## src/hdl/mstc_pkg.sv

```systemverilog
// Shared constants, types and state encodings for the microstate template classifier.
package mstc_pkg;

  // Storage dimensions and field widths.
  localparam int MAX_TEMPLATES = 8;
  localparam int MAX_CHANNELS  = 64;
  localparam int SAMPLE_BITS   = 24;
  localparam int COEF_BITS     = 16;

  localparam int CH_AW   = $clog2(MAX_CHANNELS);
  localparam int TM_AW   = $clog2(MAX_TEMPLATES);
  localparam int TS_AW   = $clog2(MAX_TEMPLATES * MAX_CHANNELS);
  localparam int SUM_W   = SAMPLE_BITS + CH_AW;
  localparam int Y_W     = 32;
  localparam int PROD_W  = 2 * Y_W;
  localparam int ACC_W   = 68;
  localparam int ENG_W   = 67;
  localparam int DOT_W   = 54;
  localparam int MAG_W   = 52;
  localparam int REM_W   = 108;
  localparam int Q_W     = 32;
  localparam int CORR_W  = 16;

  // Configuration register indexes.
  localparam logic [1:0] REG_TEMPLATES = 2'd0;
  localparam logic [1:0] REG_CHANNELS  = 2'd1;
  localparam logic [1:0] REG_POLARITY  = 2'd2;
  localparam logic [1:0] REG_DEMEAN    = 2'd3;

  // Input function codes and the label of a zero-energy vector.
  localparam logic FUNC_TEMPLATE = 1'b0;
  localparam logic FUNC_SAMPLE   = 1'b1;
  localparam logic signed [3:0] LABEL_NONE = -4'sd1;

  // Sequencer states of the top level.
  typedef enum logic [2:0] {
    SEQ_IDLE,
    SEQ_SUM,
    SEQ_ENERGY,
    SEQ_ECHECK,
    SEQ_DOT,
    SEQ_BEST,
    SEQ_CORR,
    SEQ_DONE
  } seq_e;

  // Pass currently streamed through the multiply-accumulate unit.
  typedef enum logic [1:0] {
    PASS_SUM,
    PASS_ENERGY,
    PASS_DOT
  } pass_e;

  // States of the correlation finishing unit.
  typedef enum logic [1:0] {
    CORR_IDLE,
    CORR_SQUARE,
    CORR_DIVIDE,
    CORR_ROOT
  } corr_e;

  // Control from the sequencer to the multiply-accumulate unit.
  typedef struct packed {
    logic              valid;
    logic              last;
    pass_e             pass;
    logic              clr_sum;
    logic              clr_acc;
    logic              first_tmpl;
    logic              demean;
    logic              inv;
    logic [TM_AW-1:0]  k;
    logic [CH_AW:0]    nc;
  } mac_ctl_t;

endpackage

```

## src/hdl/mstc_mac.sv

```systemverilog
// Shared multiply-accumulate unit: channel sum, energy and template dot products.
module mstc_mac import mstc_pkg::*; (
  input  logic                          clk_i,
  input  logic                          rst_ni,
  input  mac_ctl_t                      ctl_i,
  input  logic signed [SAMPLE_BITS-1:0] x_i,
  input  logic signed [COEF_BITS-1:0]   t_i,
  output logic                          done_o,
  output logic [ENG_W-1:0]              energy_o,
  output logic signed [DOT_W-1:0]       best_key_o,
  output logic [TM_AW-1:0]              best_k_o
);

  logic signed [SUM_W-1:0]     sum_q;
  logic signed [Y_W-1:0]       y_q, y_d, ncx;
  logic signed [COEF_BITS-1:0] t_q;
  logic signed [Y_W-1:0]       mul_b;
  logic signed [PROD_W-1:0]    prod_q;
  logic signed [ACC_W-1:0]     acc_q, acc_next;
  logic signed [DOT_W-1:0]     dot, key;
  logic signed [DOT_W-1:0]     best_key_q;
  logic [TM_AW-1:0]            best_k_q;
  logic [ENG_W-1:0]            energy_q;
  logic                        vb_q, lastb_q, vc_q, lastc_q;
  logic                        elem_go;

  // Stage A: form the (optionally demeaned) channel value.
  assign ncx     = $signed({1'b0, ctl_i.nc}) * $signed(x_i);
  assign y_d     = ctl_i.demean ? (ncx - Y_W'(sum_q)) : Y_W'(x_i);
  assign elem_go = ctl_i.valid && (ctl_i.pass != PASS_SUM);

  // Stage B operand: the value itself for energy, the template element for dots.
  assign mul_b = (ctl_i.pass == PASS_ENERGY) ? y_q : Y_W'(t_q);

  // Stage C accumulation and dot product ranking key.
  assign acc_next = acc_q + ACC_W'(prod_q);
  assign dot      = acc_next[DOT_W-1:0];
  assign key      = (ctl_i.inv && dot[DOT_W-1]) ? -dot : dot;

  // Pipeline control flags.
  always_ff @(posedge clk_i or negedge rst_ni) begin
    if (!rst_ni) begin
      vb_q    <= 1'b0;
      lastb_q <= 1'b0;
      vc_q    <= 1'b0;
      lastc_q <= 1'b0;
    end else begin
      vb_q    <= elem_go;
      lastb_q <= elem_go && ctl_i.last;
      vc_q    <= vb_q;
      lastc_q <= lastb_q;
    end
  end

  // Datapath registers.
  always_ff @(posedge clk_i) begin
    if (ctl_i.clr_sum) begin
      sum_q <= '0;
    end else if (ctl_i.valid && ctl_i.pass == PASS_SUM) begin
      sum_q <= sum_q + SUM_W'(x_i);
    end
    if (elem_go) begin
      y_q <= y_d;
      t_q <= t_i;
    end
    if (vb_q) begin
      prod_q <= y_q * mul_b;
    end
    if (ctl_i.clr_acc) begin
      acc_q <= '0;
    end else if (vc_q) begin
      acc_q <= acc_next;
    end
    if (vc_q && lastc_q && ctl_i.pass == PASS_ENERGY) begin
      energy_q <= acc_next[ENG_W-1:0];
    end
    if (vc_q && lastc_q && ctl_i.pass == PASS_DOT) begin
      if (ctl_i.first_tmpl || key > best_key_q) begin
        best_key_q <= key;
        best_k_q   <= ctl_i.k;
      end
    end
  end

  assign done_o = (ctl_i.pass == PASS_SUM) ? (ctl_i.valid && ctl_i.last) : (vc_q && lastc_q);
  assign energy_o   = energy_q;
  assign best_key_o = best_key_q;
  assign best_k_o   = best_k_q;

endmodule

```

## config.mk

```make
export PLATFORM = sky130hd
export DESIGN_NAME = mstc_mac
export DESIGN_NICKNAME = d
export VERILOG_FILES = /design/src/hdl/mstc_pkg.sv /design/src/hdl/mstc_mac.sv
export SDC_FILE = /design/constraint.sdc
export NUM_CORES = 2
export LEC_CHECK = 0
export ABC_AREA = 0
export CAP_MARGIN = 0
export CORE_ASPECT_RATIO = 0.8
export CORE_MARGIN = 2
export CORE_UTILIZATION = 38
export DETAILED_ROUTE_END_ITERATION = 6
export DONT_BUFFER_PORTS = 1
export PLACE_DENSITY = 0.55
export SLEW_MARGIN = 20
export SYNTH_ARGS = -nofsm -noshare
export SYNTH_HDL_FRONTEND = slang
export SYNTH_SLANG_ARGS = --single-unit
```

## constraint.sdc

```tcl
create_clock -name clk_i -period 11.4 [get_ports clk_i]
set_input_delay 2.85 -clock clk_i [delete_from_list [all_inputs] [get_ports clk_i]]
set_output_delay 2.85 -clock clk_i [all_outputs]
set_load 0.03 [all_outputs]
```

Word level (Yosys, flattened, before mapping)
Index checks and enable logic that the tools add are counted.

cells by class
  divide/modulo/power cells = 0
  reduce and logical (&&, ||, !) cells = 12
  add/sub/neg operators = 4
  equality and inequality tests = 2
  bitwise operators = 0
  mux-type cells = 4
  magnitude comparators = 1
  $mul = 2
  shift operators = 0

operators by type and width
  operator                                             count
  adder 68 x 64 -> 68 bit                              1
  multiplier 32 x 32 -> 64 bit                         1
  2-to-1 mux 32 bit                                    2
  greater-than comparator 54 bit                       1
  2-to-1 mux 54 bit                                    1
  negation 54 bit                                      1
  multiplier 8 x 24 -> 32 bit                          1
  subtractor 32 x 30 -> 32 bit                         1
  adder 30 x 24 -> 30 bit                              1
  logical AND 1 bit                                    8
  equality test 2 x 1 -> 1 bit, second input constant  1
  equality test 2 bit, second input constant           1
  logical NOT 2 bit                                    1
  AND reduction 2 bit                                  1
  nonzero test 2 bit                                   1
  logical OR 1 bit                                     1
  2-to-1 mux 1 bit                                     1

storage, ports and cells
  flip-flop bits (word level) = 338
  memories = 0
  input port bits = 61
  bits in latches = 0
  word-level logic and storage cells = 37
  bits in read-only memories = 0
  memory bits (writable) = 0
  output and inout bits = 125

Depth between registers and ports, before layout
  depth in word-level cells = 6
  gate-level depth with buffers = 34
  gate-level depth less buffers = 31

Least setup slack after synthesis
No wires, ideal clock.

  kind = input to register
  from = input ctl_i[15] in the netlist's numbering
  to = register prod_q[63], data pin
  setup slack = -0.005 ns
  setup time = 0.266 ns
  arrival = 11.140 ns
  stages = 28
  path buffers = 3
  data required time = 11.134 ns
  cell sequence = nor2b_1 > clkbuf_1 > clkbuf_1 > nand2_1 > nand2_1 > clkbuf_1 > and2_1 > fa_1 > fa_1 > fa_1 > fa_1 > inv_1 > fa_1 > inv_1 > fa_1 > fa_1 > fa_1 > ha_1 > a21o_1 > a21oi_1 > o21bai_1 > a21o_1 > a21o_1 > a22o_1 > o31a_1 > a31o_2 > nor4_1 > nor3_1

on the way
  cells in the longest elaborated chain, start to end = 3

ends and longest elaborated chain
  element                       RTL line        RTL
  start, declared               mstc_mac.sv:5   input mac_ctl_t ctl_i,
  equality test 2 x 1 -> 1 bit  mstc_mac.sv:33  assign mul_b = (ctl_i.pass == PASS_ENERGY) ? y_q : Y_W'(t_q);
  2-to-1 mux 32 bit             mstc_mac.sv:33
  multiplier 32 x 32 -> 64 bit  mstc_mac.sv:67  prod_q <= y_q * mul_b;
  end signal, assigned          mstc_mac.sv:67
  end, declared                 mstc_mac.sv:18  logic signed [PROD_W-1:0] prod_q;

No other way between the ends.
A chain may end at the register's enable or synchronous reset.

Worst setup path in the final report
  from = input ctl_i[16] in the netlist's numbering
  to = register prod_q[62], data pin

The elaborated chain is that of the path after synthesis.

==> qor.yml <==
path_class: "primary input to flip-flop"
synth_edf_count: 236
skew_ns: 0.0418
hp-class: "flip-flop to flip-flop"
nets: 8283
numCtsBuffers: 44
finalHoldViolCount: 0
die_w_um: 457
ys_async_sr_fraction: 0.0119
worstSetupStartpointType: "primary input"
critPathSlowestCell: "fa_1"
ctsHtreeMaxLevel: 2
fin_crit_ns: 10.75
synthFlopType: "edfxtp_1"
synth.distinct_cells: 89
drtIter0Drc: 3410
clockBufferDepth: 3
start_util: 0.381
yosysSeqAreaShare: 0.146
post-dp-hpwl_mm: 145
met3_length_mm: 15.7
crit_arrival_ns: 11.13
worstPathMaxFanout: 42
synthCells: 6603
min_period_over_period: 0.943
clkSlewWorstSetupHoldPaths_ns: 0.05
gp_congestion: 0.919
instances_no_fill: 8778
grt_pass1_wl_mm: 286
tightest_slew_ns: 1.29
grt_setup_unrepaired: "no"
fin_tns_setup_ns: 0
slew_headroom: 0.120
regArea_um2: 9130
post_cts_buffers: 0
rows: 133
cts_sinks: 337
antenna_found_initial: 9
drc: 0
num_io_pins: 186
path_common_cell: "fa_1"
synth_seq_cells: 337
clk_latency_ns: 0.66
viasPerCell: 5.17
holdWs_ns: 0.354
status: "completed"
drive_gt1_frac: 0.0577
core_area_um2: 164000
grt_max_degree: 75
cts_hold_buffers: 0
io_buffer_count: 0
met1_length_mm: 84.9
drv_slew: 0
cap_violations: 0
fillers: 16000
cts_resized: 0
final_antenna_net_count: 0
root_buffer: "clkbuf_16"
timing.fmax_mhz: 93.0
first_global_vias: 48300
drt-wirelength-per-cell_um: 20.4
syn2layout_area_growth_pct: 8.15
grtUsageTotal: 0.218
firstDrtPassIters: 6
multi_input_area_um2: 47500
crit_required_ns: 11.77
dieArea_um2: 168000
synth_warnings: 0
routed-wl-met2_mm: 74.8
dr_total_vias: 45400
highest_layer: "met5"
netlist_area_um2: 62500
placed_cells: 8695
wl_mm: 179
syn_nets: 8305
die_height_um: 367
fin_util: 0.412
crit_path_max_incr_delay_ns: 0.64
setup_viol: 0
tritoncts: "built"
grt_remaining_overflow: 0
critPathCaptureType: "flip-flop"
avgSynthCellArea_um2: 9.47
-- routing by layer --
metal,track usage,up-vias
met4,0.0445,6
met1,0.327,23000
met2,0.323,1605
met5,0,-
li1,-,20500
met3,0.0476,229
-- worst max-delay path: cells and delay by family --
kind	cells	cell delay, ns
compound gates	9	1.76
xor+xnor	1	0.10
fa+ha+maj	9	4.42
buf+inv	7	1.05
simple gates	5	0.91
-- layout make-up --
type	instances	area share
Multi-Input combinational cell	4680	0.703
Inverter	1294	0.0719
Clock buffer	57	0.0176
Sequential cell	337	0.135
Timing Repair Buffer	224	0.0284
Tap cell	2160	0.0400
Antenna cell	1	0.0000370
Clock inverter	25	0.00411
-- metrics by stage --
step	setup WS, ns	cell area [um2]
5_1_grt	0.209	67600
3_3_place_gp	0.0747	66100
4_1_cts	0.709	67600
3_5_place_dp	0.0202	66100
2_1_floorplan	0.115	62500
6_report	0.646	67600
-- cells by family (layout without fill, tap and decap cells) --
group,count (synthesis),in the layout,synth area share
multiplexers,78,78,0.0129
adder cells (fa/ha/maj),1641,1641,0.477
flip-flops,337,337,0.146
AND/OR/NAND/NOR,1955,1955,0.157
buffers and inverters,1586,1600,0.0953
XOR/XNOR,204,204,0.0289
AO/OA/AOI/OAI,802,802,0.0825
other,0,1,0
-- path summary, 6_finish.rpt --
check | cells past startpoint | slack, ns | start | to
min | 0 | 0.35 | lastb_q$_DFF_PN0_ | lastc_q$_DFF_PN0_
max reg2reg | 35 | 2.02 | y_q[10]$_DFFE_PP_ | prod_q[60]$_DFFE_PP_
max | 31 | 0.65 | ctl_i[16] | prod_q[62]$_DFFE_PP_
min reg2reg | 0 | 0.35 | lastb_q$_DFF_PN0_ | lastc_q$_DFF_PN0_
min in group asynchronous | 0 | 1.88 | rst_ni | vb_q$_DFF_PN0_
max in group asynchronous | 0 | 9.40 | rst_ni | vc_q$_DFF_PN0_
-- flip-flops by register name, indices dropped and copies added, names as in the netlist --
signal	flops
acc_q	67
best_k_o	3
best_key_o	54
energy_o	67
lastb_q	1
lastc_q	1
prod_q	64
sum_q	30
t_q	16
vb_q	1
vc_q	1
y_q	32
-- synth_stat cells (44+ instances only) --
cell type,number,share of area
a21o_1,112,0.013
a21oi_1,219,0.018
and2_1,386,0.039
and3_1,71,0.0071
clkbuf_1,278,0.017
dfxtp_1,97,0.031
edfxtp_1,236,0.11
fa_1,1237,0.40
ha_1,404,0.081
inv_1,1291,0.078
mux2i_1,59,0.0094
nand2_1,689,0.041
nand2b_1,67,0.0067
nand3_1,44,0.0035
nand4_1,44,0.0044
nor2_1,289,0.017
nor2b_1,171,0.017
nor3_1,53,0.0042
o21a_1,47,0.0056
o21ai_0,184,0.015
xnor2_1,143,0.020
xor2_1,59,0.0083
-- cells in the final DEF, fill, tap and decap left out, types with 32 or more instances in the layout --
cell type / synthesis / routed
nor3_1: 53 / 53
nor2b_1: 171 / 168
mux2i_1: 59 / 54
edfxtp_1: 236 / 236
a21o_1: 112 / 112
a211oi_1: 32 / 32
xor2_1: 59 / 59
inv_1: 1291 / 1291
dfxtp_1: 97 / 97
and2_1: 386 / 386
nand4_1: 44 / 44
clkbuf_16: 0 / 44
xnor2_1: 143 / 143
buf_4: 0 / 205
nand2b_1: 67 / 65
fa_1: 1237 / 1236
nor2_1: 289 / 288
and3_1: 71 / 71
ha_1: 404 / 404
o21ai_0: 184 / 184
nand3_1: 44 / 44
o21bai_1: 32 / 32
nand2_1: 689 / 689
o21a_1: 47 / 47
a21oi_1: 219 / 217
Power is not shown: default switching activity piles up to over one toggle a cycle in this logic, so the estimate is an artifact.
